--- src/qcsa_pkg.sv ---
// Shared types for the quadrature counter: command and report items.
package qcsa_pkg;

	localparam int unsigned CHAN_FIELD_W = 3;
	localparam int unsigned RPT_W        = 32;

	// opcode values of an input item
	localparam logic OP_EDGE = 1'b0;
	localparam logic OP_TICK = 1'b1;

	// classified command handed from the front to the back
	typedef struct packed {
		logic                    tick;
		logic                    up;
		logic [CHAN_FIELD_W-1:0] ch;
	} qcsa_cmd_t;

	// one report item
	typedef struct packed {
		logic [CHAN_FIELD_W-1:0] out_channel;
		logic signed [RPT_W-1:0] position;
		logic signed [RPT_W-1:0] speed;
		logic signed [RPT_W-1:0] acceleration;
		logic                    last;
	} qcsa_rpt_t;

endpackage

--- src/quadrature_counter_speed_accel_top.sv ---
// Top level of the multi-channel x1 quadrature counter with speed and acceleration.
//
//  channel  | handshake            | fields
//  ---------+----------------------+-----------------------------------------------
//  input    | push / full          | opcode, channel, q2_level
//  report   | pop / empty          | out_channel, position, speed, acceleration, last
//
// Order: the back end applies an edge item to its channel's counter; a tick
//   starts the walk, then gives one report per channel while the report queue
//   has room; the single read port on the per-channel counter registers sets this.
// Reset: arst_n clears all counts, previous counts and previous speeds to zero
//   and empties both queues.
// Stalls: a two-entry command queue parts the front from the back, and a
//   two-entry report queue parts the back from pop, so each side stalls alone.
//   Edges naming an absent channel are dropped in the front.
module quadrature_counter_speed_accel_top
	import qcsa_pkg::*;
#(
	parameter int NUM_CHANNELS = 5,
	parameter int COUNT_WIDTH  = 32
) (
	input  logic                    clk,
	input  logic                    arst_n,
	input  logic                    push,
	output logic                    full,
	input  logic                    opcode,
	input  logic [CHAN_FIELD_W-1:0] channel,
	input  logic                    q2_level,
	output logic                    empty,
	input  logic                    pop,
	output logic [CHAN_FIELD_W-1:0] out_channel,
	output logic signed [RPT_W-1:0] position,
	output logic signed [RPT_W-1:0] speed,
	output logic signed [RPT_W-1:0] acceleration,
	output logic                    last
);

	// front -> command queue
	logic      fe_wr;
	qcsa_cmd_t fe_cmd;
	logic      cq_full;
	// command queue -> back
	qcsa_cmd_t cq_cmd;
	logic      cq_empty;
	logic      cq_rd;
	// back -> report queue
	logic      be_wr;
	qcsa_rpt_t be_rpt;
	logic      rq_full;
	qcsa_rpt_t rq_rpt;

	qcsa_front #(
		.NUM_CHANNELS(NUM_CHANNELS)
	) u_front (
		.clk     (clk),
		.arst_n  (arst_n),
		.push    (push),
		.full    (full),
		.opcode  (opcode),
		.channel (channel),
		.q2_level(q2_level),
		.cmd_wr  (fe_wr),
		.cmd_data(fe_cmd),
		.cmd_full(cq_full)
	);

	qcsa_fifo #(
		.T    (qcsa_cmd_t),
		.DEPTH(2)
	) u_cmdq (
		.clk    (clk),
		.arst_n (arst_n),
		.wr_en  (fe_wr),
		.wr_data(fe_cmd),
		.full   (cq_full),
		.rd_en  (cq_rd),
		.rd_data(cq_cmd),
		.empty  (cq_empty)
	);

	qcsa_back #(
		.NUM_CHANNELS(NUM_CHANNELS),
		.COUNT_WIDTH (COUNT_WIDTH)
	) u_back (
		.clk      (clk),
		.arst_n   (arst_n),
		.cmd      (cq_cmd),
		.cmd_empty(cq_empty),
		.cmd_rd   (cq_rd),
		.rpt_wr   (be_wr),
		.rpt      (be_rpt),
		.rpt_full (rq_full)
	);

	// report queue doubles as the output register
	qcsa_fifo #(
		.T    (qcsa_rpt_t),
		.DEPTH(2)
	) u_rptq (
		.clk    (clk),
		.arst_n (arst_n),
		.wr_en  (be_wr),
		.wr_data(be_rpt),
		.full   (rq_full),
		.rd_en  (pop),
		.rd_data(rq_rpt),
		.empty  (empty)
	);

	assign out_channel  = rq_rpt.out_channel;
	assign position     = rq_rpt.position;
	assign speed        = rq_rpt.speed;
	assign acceleration = rq_rpt.acceleration;
	assign last         = rq_rpt.last;

	// the back never offers a report into a full queue
	a_rpt_no_overflow: assert property (@(posedge clk) disable iff (!arst_n)
		be_wr |-> !rq_full)
		else $error("report written into full queue");

	// the back only takes a command that is there
	a_cmd_no_underflow: assert property (@(posedge clk) disable iff (!arst_n)
		cq_rd |-> !cq_empty)
		else $error("command read from empty queue");

	// the closing report of a walk names the highest channel
	a_last_channel: assert property (@(posedge clk) disable iff (!arst_n)
		(be_wr && be_rpt.last) |-> (be_rpt.out_channel == CHAN_FIELD_W'(NUM_CHANNELS - 1)))
		else $error("last flag on wrong channel");

	// a report is never written while a command is being taken
	a_walk_exclusive: assert property (@(posedge clk) disable iff (!arst_n)
		be_wr |-> !cq_rd)
		else $error("command taken during a tick walk");

endmodule

--- src/qcsa_fifo.sv ---
// Small first-in first-out queue of any packed item type.
module qcsa_fifo
	import qcsa_pkg::*;
#(
	parameter type T     = qcsa_cmd_t,
	parameter int  DEPTH = 2
) (
	input  logic clk,
	input  logic arst_n,
	input  logic wr_en,
	input  T     wr_data,
	output logic full,
	input  logic rd_en,
	output T     rd_data,
	output logic empty
);

	localparam int PW = (DEPTH > 1) ? $clog2(DEPTH) : 1;
	localparam int NW = $clog2(DEPTH + 1);

	T                mem_q [DEPTH];
	logic [PW-1:0]   wr_ptr_q;
	logic [PW-1:0]   rd_ptr_q;
	logic [NW-1:0]   fill_q;
	logic            do_wr;
	logic            do_rd;

	assign full    = (fill_q == NW'(DEPTH));
	assign empty   = (fill_q == '0);
	assign do_wr   = wr_en && !full;
	assign do_rd   = rd_en && !empty;
	assign rd_data = mem_q[rd_ptr_q];

	function automatic logic [PW-1:0] ptr_next(input logic [PW-1:0] p);
		return (p == PW'(DEPTH - 1)) ? '0 : p + 1'b1;
	endfunction

	always_ff @(posedge clk or negedge arst_n) begin
		if (!arst_n) begin
			wr_ptr_q <= '0;
			rd_ptr_q <= '0;
			fill_q   <= '0;
		end else begin
			if (do_wr) wr_ptr_q <= ptr_next(wr_ptr_q);
			if (do_rd) rd_ptr_q <= ptr_next(rd_ptr_q);
			if (do_wr && !do_rd) fill_q <= fill_q + 1'b1;
			else if (do_rd && !do_wr) fill_q <= fill_q - 1'b1;
		end
	end

	always_ff @(posedge clk) begin
		if (do_wr) mem_q[wr_ptr_q] <= wr_data;
	end

endmodule

--- src/qcsa_front.sv ---
// Front stage: takes input items, drops edges on absent channels, queues commands.
module qcsa_front
	import qcsa_pkg::*;
#(
	parameter int NUM_CHANNELS = 5
) (
	input  logic                    clk,
	input  logic                    arst_n,
	input  logic                    push,
	output logic                    full,
	input  logic                    opcode,
	input  logic [CHAN_FIELD_W-1:0] channel,
	input  logic                    q2_level,
	output logic                    cmd_wr,
	output qcsa_cmd_t               cmd_data,
	input  logic                    cmd_full
);

	logic      valid_s1;
	qcsa_cmd_t cmd_s1;
	logic      take;
	logic      keep;

	assign cmd_wr   = valid_s1;
	assign cmd_data = cmd_s1;
	assign full     = valid_s1 && cmd_full;
	assign take     = push && !full;
	// edges beyond the channel set change nothing
	assign keep     = (opcode == OP_TICK) || (32'(channel) < NUM_CHANNELS);

	always_ff @(posedge clk or negedge arst_n) begin
		if (!arst_n) begin
			valid_s1 <= 1'b0;
		end else if (take) begin
			valid_s1 <= keep;
		end else if (!cmd_full) begin
			valid_s1 <= 1'b0;
		end
	end

	always_ff @(posedge clk) begin
		if (take) begin
			cmd_s1.tick <= (opcode == OP_TICK);
			cmd_s1.up   <= q2_level;
			cmd_s1.ch   <= channel;
		end
	end

endmodule

--- src/qcsa_back.sv ---
// Back end: applies edges to the counters and walks channels on a tick.
module qcsa_back
	import qcsa_pkg::*;
#(
	parameter int NUM_CHANNELS = 5,
	parameter int COUNT_WIDTH  = 32
) (
	input  logic      clk,
	input  logic      arst_n,
	input  qcsa_cmd_t cmd,
	input  logic      cmd_empty,
	output logic      cmd_rd,
	output logic      rpt_wr,
	output qcsa_rpt_t rpt,
	input  logic      rpt_full
);

	localparam int CW = (NUM_CHANNELS > 1) ? $clog2(NUM_CHANNELS) : 1;

	typedef enum logic {
		S_IDLE,
		S_WALK
	} state_t;

	state_t                 state_q;
	logic [CW-1:0]          idx_q;
	logic [COUNT_WIDTH-1:0] cnt_q  [NUM_CHANNELS];
	logic [COUNT_WIDTH-1:0] pcnt_q [NUM_CHANNELS];
	logic [COUNT_WIDTH-1:0] pspd_q [NUM_CHANNELS];

	logic [CW-1:0]          rd_idx;
	logic [COUNT_WIDTH-1:0] cur;
	logic [COUNT_WIDTH-1:0] spd;
	logic [COUNT_WIDTH-1:0] acc;
	logic                   is_last;

	// one read port: the walk index while reporting, else the edge channel
	assign rd_idx  = (state_q == S_WALK) ? idx_q : CW'(cmd.ch);
	assign cur     = cnt_q[rd_idx];
	assign spd     = cur - pcnt_q[rd_idx];
	assign acc     = cur - pcnt_q[rd_idx] - pspd_q[rd_idx];
	assign is_last = (idx_q == CW'(NUM_CHANNELS - 1));

	assign cmd_rd = (state_q == S_IDLE) && !cmd_empty;
	assign rpt_wr = (state_q == S_WALK) && !rpt_full;

	always_comb begin
		rpt.out_channel  = CHAN_FIELD_W'(idx_q);
		rpt.position     = RPT_W'(signed'(cur));
		rpt.speed        = RPT_W'(signed'(spd));
		rpt.acceleration = RPT_W'(signed'(acc));
		rpt.last         = is_last;
	end

	always_ff @(posedge clk or negedge arst_n) begin
		if (!arst_n) begin
			state_q <= S_IDLE;
			idx_q   <= '0;
			for (int i = 0; i < NUM_CHANNELS; i++) begin
				cnt_q[i]  <= '0;
				pcnt_q[i] <= '0;
				pspd_q[i] <= '0;
			end
		end else begin
			unique case (state_q)
				S_IDLE: begin
					if (!cmd_empty) begin
						if (cmd.tick) begin
							idx_q   <= '0;
							state_q <= S_WALK;
						end else if (cmd.up) begin
							cnt_q[rd_idx] <= cur + 1'b1;
						end else begin
							cnt_q[rd_idx] <= cur - 1'b1;
						end
					end
				end
				S_WALK: begin
					if (!rpt_full) begin
						pcnt_q[rd_idx] <= cur;
						pspd_q[rd_idx] <= spd;
						if (is_last) begin
							state_q <= S_IDLE;
						end else begin
							idx_q <= idx_q + 1'b1;
						end
					end
				end
				default: state_q <= S_IDLE;
			endcase
		end
	end

endmodule
--- config.mk ---
export PLATFORM = sky130hd
export DESIGN_NAME = quadrature_counter_speed_accel_top
export DESIGN_NICKNAME = d
export VERILOG_FILES = /design/src/qcsa_pkg.sv /design/src/quadrature_counter_speed_accel_top.sv /design/src/qcsa_fifo.sv /design/src/qcsa_front.sv /design/src/qcsa_back.sv
export SDC_FILE = /design/constraint.sdc
export NUM_CORES = 1
export LEC_CHECK = 0
export BUFFER_PORTS_ARGS = -buffer_cell sky130_fd_sc_hd__buf_2
export CORE_MARGIN = 8
export CORE_UTILIZATION = 30
export DETAILED_ROUTE_END_ITERATION = 7
export HOLD_SLACK_MARGIN = 0.08
export SYNTH_ARGS = -nofsm -noshare
export SYNTH_HDL_FRONTEND = slang
export SYNTH_SLANG_ARGS = --single-unit
--- constraint.sdc ---
create_clock -name clk -period 15.11 [get_ports clk]
set_clock_uncertainty 0.2 [all_clocks]
set_input_delay 0.7555 -clock clk [delete_from_list [all_inputs] [get_ports clk]]
set_output_delay 0.7555 -clock clk [all_outputs]
set_load 0.02 [all_outputs]
==> results of run 1 <==
==> area by class of cell <==
class	count	area, um2	area share
Sequential cell	708	18800	0.479
Multi-Input combinational cell	2258	14700	0.375
Clock buffer	98	2100	0.0535
Tap cell	1512	1890	0.0482
Timing Repair Buffer	169	1020	0.0260
Clock inverter	34	389	0.00992
Inverter	87	329	0.00839
Antenna cell	1	2.50	0.0000638
==> path summary, 6_finish.rpt <==
path                       slack [ns]                          start                             to  cells past startpoint
min reg2reg                      0.27  u_back.pspd_q[48]$_DFFE_PN0P_  u_back.pspd_q[48]$_DFFE_PN0P_                      2
min                              0.12                         opcode  u_front.cmd_data[4]$_DFFE_PP_                      1
max reg2reg                      5.41    u_cmdq.rd_ptr_q$_DFFE_PN0P_  u_rptq.mem_q[0][32]$_DFFE_PP_                     33
max in group asynchronous       10.79                         arst_n    u_rptq.rd_ptr_q$_DFFE_PN0P_                      5
max                              5.41    u_cmdq.rd_ptr_q$_DFFE_PN0P_  u_rptq.mem_q[0][32]$_DFFE_PP_                     33
min in group asynchronous        0.64                         arst_n  u_back.cnt_q[125]$_DFFE_PN0P_                      2
==> cell families after synthesis <==
logic type                 share of synthesized area
AOI/OAI and AO/OA                              0.133
xor gates and xnor gates                      0.0294
adders and majority gates                     0.0220
buffers and inverters                         0.0318
DFF                                            0.546
muxes                                          0.106
and+or+nand+nor                                0.131
==> routing by layer <==
layer,up-vias,share of wire
met2,635,0.47
met5,-,0
li1,11626,-
met3,170,0.050
met1,12353,0.45
met4,0,0.029
==> through the flow <==
stage	utilization	setup slack, ns
finish	0.344	5.41
global route	0.344	4.88
CTS	0.344	5.43
detailed placement	0.322	5.45
global placement	0.322	5.62
floorplan	-	4.98
==> synthesized netlist by cell type, drive strengths merged (43+ instances only) <==
cell	n	area, um2
inv	86	325
clkbuf	155	582
mux4	45	1010
a22oi	64	480
nand2	708	2660
nor2	116	435
a21oi	107	539
mux2	198	2240
edfxtp	215	6460
ha	54	676
o21ai	388	1950
nor3	43	236
dfrtp	493	12300
xnor2	89	787
nand3	46	230
==> registers in the layout, indices dropped and copies added, names as in the netlist, named ones only <==
name / flops
u_back.pcnt_q: 160
u_rptq.wr_ptr_q: 1
u_rptq.mem_q: 200
u_front.cmd_wr: 1
u_back.pspd_q: 160
u_cmdq.rd_ptr_q: 1
u_back.state_q: 1
u_cmdq.fill_q: 2
u_rptq.fill_q: 2
u_cmdq.wr_ptr_q: 1
u_back.idx_q: 3
u_rptq.rd_ptr_q: 1
u_cmdq.mem_q: 10
u_front.cmd_data: 5
u_back.cnt_q: 155
==> worst max-delay path: cells and delay by family, from the launching register on <==
kind | cells | cell delay [ns]
AND/OR/NAND/NOR | 9 | 2.49
AO/OA/AOI/OAI | 15 | 2.56
multiplexers | 1 | 0.56
flip-flops | 1 | 0.61
XOR/XNOR | 2 | 0.47
adder cells (fa/ha/maj) | 3 | 1.07
buffers and inverters | 3 | 1.41
==> metrics.md, run 1 <==
| Metric | Value |
|---|---|
| Status | `finished clean` |
| Max-slew headroom | `0.229` |
| Commonest non-fill, non-tap cell in the layout | `nand2_1` |
| Worst skew pair latency | `0.64 ns` |
| Synth Area per Inst | `10.6 um2` |
| Starting density of the core | `0.302` |
| Crit Path Category | `reg -> reg` |
| Final slew viol count | `0` |
| RSZ-0062 raised after global routing | `no` |
| Worst slew pin tran | `1.15 ns` |
| Final antenna-violating net count | `0` |
| Critical path data required time | `15.27 ns` |
| Final Hold Vio Count | `0` |
| GRT Overall Usage | `0.148` |
| First-pass GRT wire length | `149 mm` |
| Crit-path max FO | `53` |
| Post-route DRC | `0` |
| I/O pin total | `111` |
| Vias in the first global route | `24,769` |
| Finish-stage setup viols | `0` |
| DP HPWL | `61.8 mm` |
| DR pass1 iterations | `5` |
| Die Wd | `355 um` |
| Post-CTS Setup Bufs | `0` |
| Rows | `124` |
| Detailed Route WL | `95.7 mm` |
| Final min period | `9.70 ns` |
| Routability congestion estimate | `0.879` |
| Clock tree buffer depth | `3` |
| Worst Path Arrival | `9.86 ns` |
| Synthesized cell area | `34,400 um2` |
| Finished Cell Area | `39,200 um2` |
| IO buf count | `110` |
| Vias per cell | `5.09` |
| CTS tree | `built` |
| Setup_tns | `0 ns` |
| Met3 usage | `0.0229` |
| Total placed cells including tap cells | `4,732` |
| Warnings from Yosys | `0` |
| Die ar. | `126,000 um2` |
| Clock root cell | `clkbuf_16` |
| Min-delay worst type | `in -> reg` |
| CP Capture Type | `flop` |
| Hold-fix buffers at CTS | `2` |
| Post-synth net total | `3,308` |
| Sink Count | `708` |
| Inserted Clock Buffers | `73` |
| Yosys reg bits | `708` |
| Clk pin slew, worst setup/hold paths | `0.06 ns` |
| Slowest cell on the critical path | `buf_4` |
| Mapped Cells | `3,243` |
| Count of different cell masters after synthesis | `104` |
| Slowest Stage Delay on Critical Path | `0.72 ns` |
| DR iter-0 viols | `1,878` |
| Async SR Flop Fraction | `0.696` |
| Most frequent cells in the layout | `nand2_1, dfrtp_1, o21ai_0, edfxtp_1, mux2_2` |
| Via Count | `24,784` |
| Core ar. | `114,000 um2` |
| Layout Nets | `3,362` |
| Placed Area | `36,700 um2` |
| Fin crit share | `0.642` |
| Pin count of the biggest net entering global routing | `109` |
| Global-route layer with the greatest usage | `met2` |
| Max-cap viol count | `0` |
| Fmax | `0.103 GHz` |
| CP startpoint kind | `flop` |
| Initial antenna violation count | `1` |
| FILL cells | `11,373` |
| Share of layout cells above drive strength 1 | `0.175` |
| H-tree depth | `3` |
| Global route total overflow | `0` |
| Detailed-route wire length per cell | `19.7 um` |
| Met1 Resource Use GR | `0.200` |
| Die height | `355 um` |
| Top FF cell, synth | `dfrtp_1` |
| Finished Layout Cells | `4,867` |
| Min Hold Slack | `0.125 ns` |
| P&R area growth vs syn | `13.9%` |
| Cts repair resizes | `0` |
| Number of synthesized flops with an enable pin | `215` |
| GRT met2 Usage | `0.243` |
| Post-synthesis sequential area ratio | `0.546` |
Power of run 1 is left out: the tool's default activity adds up to more than one toggle a clock period on the data nets, which glitch-free logic cannot reach.
==> run 2, diff against run 1 <==
clock period = 8.35 ns   (was 15.11 ns; I/O delays follow)
==> metrics.md, run 2 (synthesis results as in run 1) <==
| Metric | Value |
|---|---|
| Status | `finished clean` |
| First-pass GRT wire length | `150 mm` |
| R2R depth | `32` |
| Die height | `355 um` |
| Global route total overflow | `0` |
| Vias per cell | `5.05` |
| Detailed-route wire length per cell | `19.6 um` |
| DR pass1 iterations | `5` |
| Clock tree buffer depth | `3` |
| Register area | `18,800 um2` |
| Crit-path leading delay family | `compound AO/OA/AOI/OAI gates` |
| Worst slew pin tran | `1.11 ns` |
| Max-cap viol count | `0` |
| Slowest cell on the critical path | `or4b_1` |
| Setup crit start | `u_cmdq.rd_ptr_q$_DFFE_PN0P_` |
| Layout Nets | `3,426` |
| Min-delay worst type | `reg -> reg` |
| H-tree depth | `3` |
| CP Capture Type | `flop` |
| Final Hold Vio Count | `0` |
| Die ar. | `126,000 um2` |
| Via Count | `24,905` |
| Finish-stage setup viols | `0` |
| Worst path depth | `32` |
| Reg with most FFs | `u_rptq.mem_q` |
| IO buf count | `110` |
| Area of the multi-input gates | `14,800 um2` |
| CTS tree | `built` |
| Share of layout cells above drive strength 1 | `0.191` |
| DR iter-0 viols | `1,946` |
| CP startpoint kind | `flop` |
| Reg-to-reg slack, setup | `0.44 ns` |
| Sink Count | `708` |
| Fin crit share | `0.948` |
| CP endpoint | `u_rptq.mem_q[0][32]$_DFFE_PP_` |
| Die Wd | `355 um` |
| Initial antenna violation count | `1` |
| FILL cells | `11,373` |
| Most frequent CP cell | `a2111oi_2` |
| Final antenna-violating net count | `0` |
| Regs by FF count | `u_rptq.mem_q x200, u_back.pcnt_q x160, u_back.pspd_q x160` |
| Largest register FFs | `200` |
| Rows | `124` |
| Reg2reg end | `u_rptq.mem_q[0][32]$_DFFE_PP_` |
| Crit-path max FO | `44` |
| Routability congestion estimate | `0.872` |
| GRT Overall Usage | `0.150` |
| Core ar. | `114,000 um2` |
| Post-route DRC | `0` |
| Fmax | `0.126 GHz` |
| Clock root cell | `clkbuf_16` |
| Detailed Route WL | `96.7 mm` |
| Worst r2r src | `u_cmdq.rd_ptr_q$_DFFE_PN0P_` |
| Max-slew headroom | `0.263` |
| RSZ-0062 raised after global routing | `no` |
| Most frequent cells in the layout | `nand2_1, dfrtp_1, o21ai_0, edfxtp_1, mux2_2` |
| Crit Path Category | `reg -> reg` |
| Commonest non-fill, non-tap cell in the layout | `nand2_1` |
| Vias in the first global route | `24,668` |
| Worst skew pair latency | `0.63 ns` |
| Worst Path Arrival | `8.06 ns` |
| DP HPWL | `63.8 mm` |
| Clk pin slew, worst setup/hold paths | `0.06 ns` |
| Final min period | `7.91 ns` |
| Final slew viol count | `0` |
| Critical path buffers and inverters | `5` |
| Setup_tns | `0 ns` |
| Starting density of the core | `0.302` |
| Slowest Stage Delay on Critical Path | `0.54 ns` |
| Inserted Clock Buffers | `74` |
| I/O pin total | `111` |
| Critical path data required time | `8.50 ns` |
| P&R area growth vs syn | `15.6%` |
| Pin count of the biggest net entering global routing | `159` |
==> run 2: cell type report <==
cell class	instances	share of cell area
Antenna cell	1	0.0000629
Clock buffer	102	0.0515
Clock inverter	36	0.0100
Inverter	87	0.00827
Multi-Input combinational cell	2258	0.371
Sequential cell	708	0.473
Tap cell	1512	0.0476
Timing Repair Buffer	232	0.0389
==> run 2: stage by stage <==
step	std cells	utilization	area, um2	hold WS (ns)	setup WS [ns]
after floorplan	3243	-	34500	-0.0781	0.0263
after global placement	4787	0.326	37200	0.253	0.364
after detailed placement	4787	0.326	37200	0.258	0.304
after CTS	4933	0.348	39700	0.273	0.278
after global routing	4935	0.349	39800	0.285	0.00627
final	4936	0.349	39800	0.268	0.437
==> run 2: how the worst min path moves through the flow <==
stage,endpoint,cells past startpoint,from
2_1_floorplan,async pin,0,arst_n
3_3_place_gp,u_back.pspd_q[83]$_DFFE_PN0P_,2,u_back.pspd_q[83]$_DFFE_PN0P_
3_5_place_dp,u_back.pspd_q[71]$_DFFE_PN0P_,2,u_back.pspd_q[71]$_DFFE_PN0P_
4_1_cts,u_back.pspd_q[71]$_DFFE_PN0P_,2,u_back.pspd_q[71]$_DFFE_PN0P_
5_1_grt,u_back.pspd_q[59]$_DFFE_PN0P_,2,u_back.pspd_q[59]$_DFFE_PN0P_
6_report,u_back.pspd_q[71]$_DFFE_PN0P_,2,u_back.pspd_q[71]$_DFFE_PN0P_
==> run 2: worst reg2reg max path: cells and delay by family, from the launching register on <==
family	cells	cell delay, ns
buffers and inverters	5	0.82
adders and majority gates	3	1.03
and+or+nand+nor	6	1.14
DFF	1	0.51
muxes	1	0.41
AOI/OAI and AO/OA	15	3.22
xor gates and xnor gates	2	0.32
==> run 2: what timing repair did <==
| item | CTS | global route |
|---|---|---|
| setup buffers | 0 | 2 |
| endpoints found under the setup margin | 0 | 8 |
| endpoints found under the hold margin | 122 | 0 |
| hold buffers | 8 | 0 |
| resized for setup | 0 | 12 |
==> run 2: routing by layer <==
| layer | GRT usage | wire length, um | part of all wire | up-vias |
|---|---|---|---|---|
| li1 | - | - | - | 11765 |
| met1 | 0.200 | 42800 | 0.44 | 12318 |
| met2 | 0.249 | 45900 | 0.47 | 673 |
| met3 | 0.0210 | 5020 | 0.052 | 149 |
| met4 | 0.0507 | 2930 | 0.030 | 0 |
| met5 | 0 | 0 | 0 | - |
Power of run 2 is left out for the same reason.
==> run 3, diff against run 2 <==
CELL_PAD_IN_SITES_DETAIL_PLACEMENT = 1   (was default)
CELL_PAD_IN_SITES_GLOBAL_PLACEMENT = 2   (was default)
PLACE_DENSITY_LB_ADDON = 0.1   (was default)
SLEW_MARGIN = 20   (was default)
SYNTH_HIERARCHICAL = 1   (was default)
==> metrics.md, run 3 <==
| Metric | Value |
|---|---|
| IO buf count | `110` |
| Sink Count | `708` |
| Ranking of synthesized cells by area | `dfrtp_1, edfxtp_1, nand2_1, o21ai_0, mux2_2` |
| Final Hold Vio Count | `0` |
| Crit Path Category | `reg -> reg` |
| Final antenna-violating net count | `0` |
| Reg with most FFs | `u_rptq/mem_q` |
| Worst skew pair latency | `0.65 ns` |
| Max-cap viol count | `0` |
| Final min period | `7.74 ns` |
| Inserted Clock Buffers | `84` |
| Count of different cell masters after synthesis | `107` |
| Yosys top cell by area | `dfrtp_1` |
| DR pass1 iterations | `5` |
| Die height | `356 um` |
| CP startpoint kind | `flop` |
| Crit-path leading delay family | `compound AO/OA/AOI/OAI gates` |
| Most frequent cells in the layout | `nand2_1, dfrtp_1, o21ai_0, edfxtp_1, mux2_2` |
| Post-route DRC | `0` |
| DP HPWL | `80.0 mm` |
| Commonest non-fill, non-tap cell in the layout | `nand2_1` |
| Final slew viol count | `0` |
| Clock root cell | `clkbuf_16` |
| Largest register FFs | `200` |
| Post-synth top cells | `nand2_1, dfrtp_1, o21ai_0` |
| Fin crit share | `0.926` |
| DR iter-0 viols | `1,408` |
| Status | `finished clean` |
| Mapped Cells | `3,219` |
| Die ar. | `127,000 um2` |
| I/O pin total | `111` |
| CTS tree | `built` |
| Top FF cell, synth | `dfrtp_1` |
| Clk pin slew, worst setup/hold paths | `0.06 ns` |
| Share of layout cells above drive strength 1 | `0.199` |
| Top-count cell post-synth | `nand2_1` |
| Pin count of the biggest net entering global routing | `135` |
| Slowest Stage Delay on Critical Path | `0.49 ns` |
| Synth Area per Inst | `10.8 um2` |
| P&R area growth vs syn | `15.8%` |
| Placed Area | `37,300 um2` |
| H-tree depth | `3` |
| Crit-path max FO | `14` |
| Core ar. | `116,000 um2` |
| Rows | `125` |
| Yosys reg bits | `708` |
| Slowest cell on the critical path | `or4_1` |
| Vias in the first global route | `27,720` |
| Critical path buffers and inverters | `2` |
| Fmax | `0.129 GHz` |
| Number of synthesized flops with an enable pin | `215` |
| Starting density of the core | `0.300` |
| Worst Path Arrival | `7.92 ns` |
| Most frequent CP cell | `a211oi_1` |
| Initial antenna violation count | `3` |
| Clock tree buffer depth | `3` |
| Post-synth net total | `3,285` |
| Die Wd | `356 um` |
| Max-slew headroom | `0.332` |
| Synthesized cell area | `34,700 um2` |
| RSZ-0062 raised after global routing | `no` |
| Detailed-route wire length per cell | `24.2 um` |
| Worst slew pin tran | `1.00 ns` |
| Global route total overflow | `0` |
| GRT Overall Usage | `0.189` |
| Layout Nets | `3,421` |
| Regs by FF count | `u_rptq/mem_q x200, u_back/pcnt_q x160, u_back/pspd_q x160` |
| Finish-stage setup viols | `0` |
| Async SR Flop Fraction | `0.696` |
| Top cell type's share of synthesized area | `0.355` |
| CP Capture Type | `flop` |
| Routability congestion estimate | `0.838` |
| Detailed Route WL | `120 mm` |
| Via Count | `25,624` |
| Warnings from Yosys | `6` |
| Vias per cell | `5.18` |
| First-pass GRT wire length | `183 mm` |
| Finished Cell Area | `40,200 um2` |
| Min-delay worst type | `in -> async` |
| Critical path data required time | `8.53 ns` |
| Post-synthesis sequential area ratio | `0.541` |
-- run 3: cell count changes after synthesis, moves of 13 or more --
cell | previous run | this run
nand2_1 | 708 | 595
mux2_4 | 2 | 93
o21ai_0 | 383 | 433
mux2_2 | 196 | 147
mux4_2 | 45 | 1
nor2_1 | 116 | 84
a221o_1 | 0 | 28
a22oi_1 | 64 | 39
a222oi_1 | 0 | 23
a21oi_1 | 106 | 87
inv_1 | 83 | 99
a31oi_1 | 19 | 32
-- run 3: kinds of logic (layout without fill, tap and decap cells) --
| logic type | after synthesis | count (layout) | share of synthesized area |
|---|---|---|---|
| compound gates | 858 | 858 | 0.156 |
| xor+xnor | 106 | 106 | 0.0273 |
| fa+ha+maj | 63 | 63 | 0.0228 |
| buf+inv | 302 | 506 | 0.0388 |
| flops | 708 | 708 | 0.541 |
| mux | 285 | 285 | 0.102 |
| other cells | 0 | 2 | 0 |
| simple gates | 897 | 897 | 0.112 |
-- run 3: timing repair --
action	in CTS	in global routing
buffers inserted	0	3
cloned	0	0
hold buffers	8	0
hold endpoints to repair	119	0
endpoints found under the setup margin	4	14
gates resized for setup	1	9
-- run 3: per-stage QoR --
stage / utilization / hold WS, ns / setup slack (ns) / instances / setup TNS [ns]
after detailed placement: 0.323 / 0.269 / -0.0000409 / 4782 / -0.0000711
after global routing: 0.348 / 0.243 / 0.0386 / 4947 / 0
after global placement: 0.323 / 0.254 / 0.241 / 4782 / 0
after floorplan: - / -0.0781 / 0.0602 / 3219 / 0
after CTS: 0.347 / 0.230 / 0.0471 / 4944 / 0
final: 0.348 / 0.171 / 0.614 / 4949 / 0
-- run 3: path summary, 6_finish.rpt --
kind,start,end,slack (ns),cells after the start
worst min-delay path,arst_n,u_front/cmd_wr$_DFFE_PN0P_,0.17,2
worst min register to register,u_front/cmd_data[3]$_DFFE_PP_,u_cmdq/mem_q[1][3]$_DFFE_PP_,0.27,0
min in group clk,u_front/cmd_data[3]$_DFFE_PP_,u_cmdq/mem_q[1][3]$_DFFE_PP_,0.27,0
worst max register to register,u_cmdq/rd_ptr_q$_DFFE_PN0P_,u_rptq/mem_q[0][31]$_DFFE_PP_,0.61,29
worst max-delay path,u_cmdq/rd_ptr_q$_DFFE_PN0P_,u_rptq/mem_q[0][31]$_DFFE_PP_,0.61,29
max in group asynchronous,arst_n,u_back/pspd_q[35]$_DFFE_PN0P_,5.55,4
-- run 3: final cells by class --
class,count,area [um2]
Fill cell,12627,75300
Sequential cell,708,18800
Multi-Input combinational cell,2209,14800
Clock buffer,106,2320
Tap cell,1524,1910
Timing Repair Buffer,245,1640
Clock inverter,48,407
Inverter,107,403
Antenna cell,2,5.00
-- run 3: routing by layer --
metal  vias up  GRT usage  wire [um]
met4         0     0.0501       2940
met3       176     0.0295       4530
met2       427      0.312      55900
met1     13197      0.257      56600
met5         -          0          0
li1      11824          -          -
Power of run 3 is left out for the same reason.
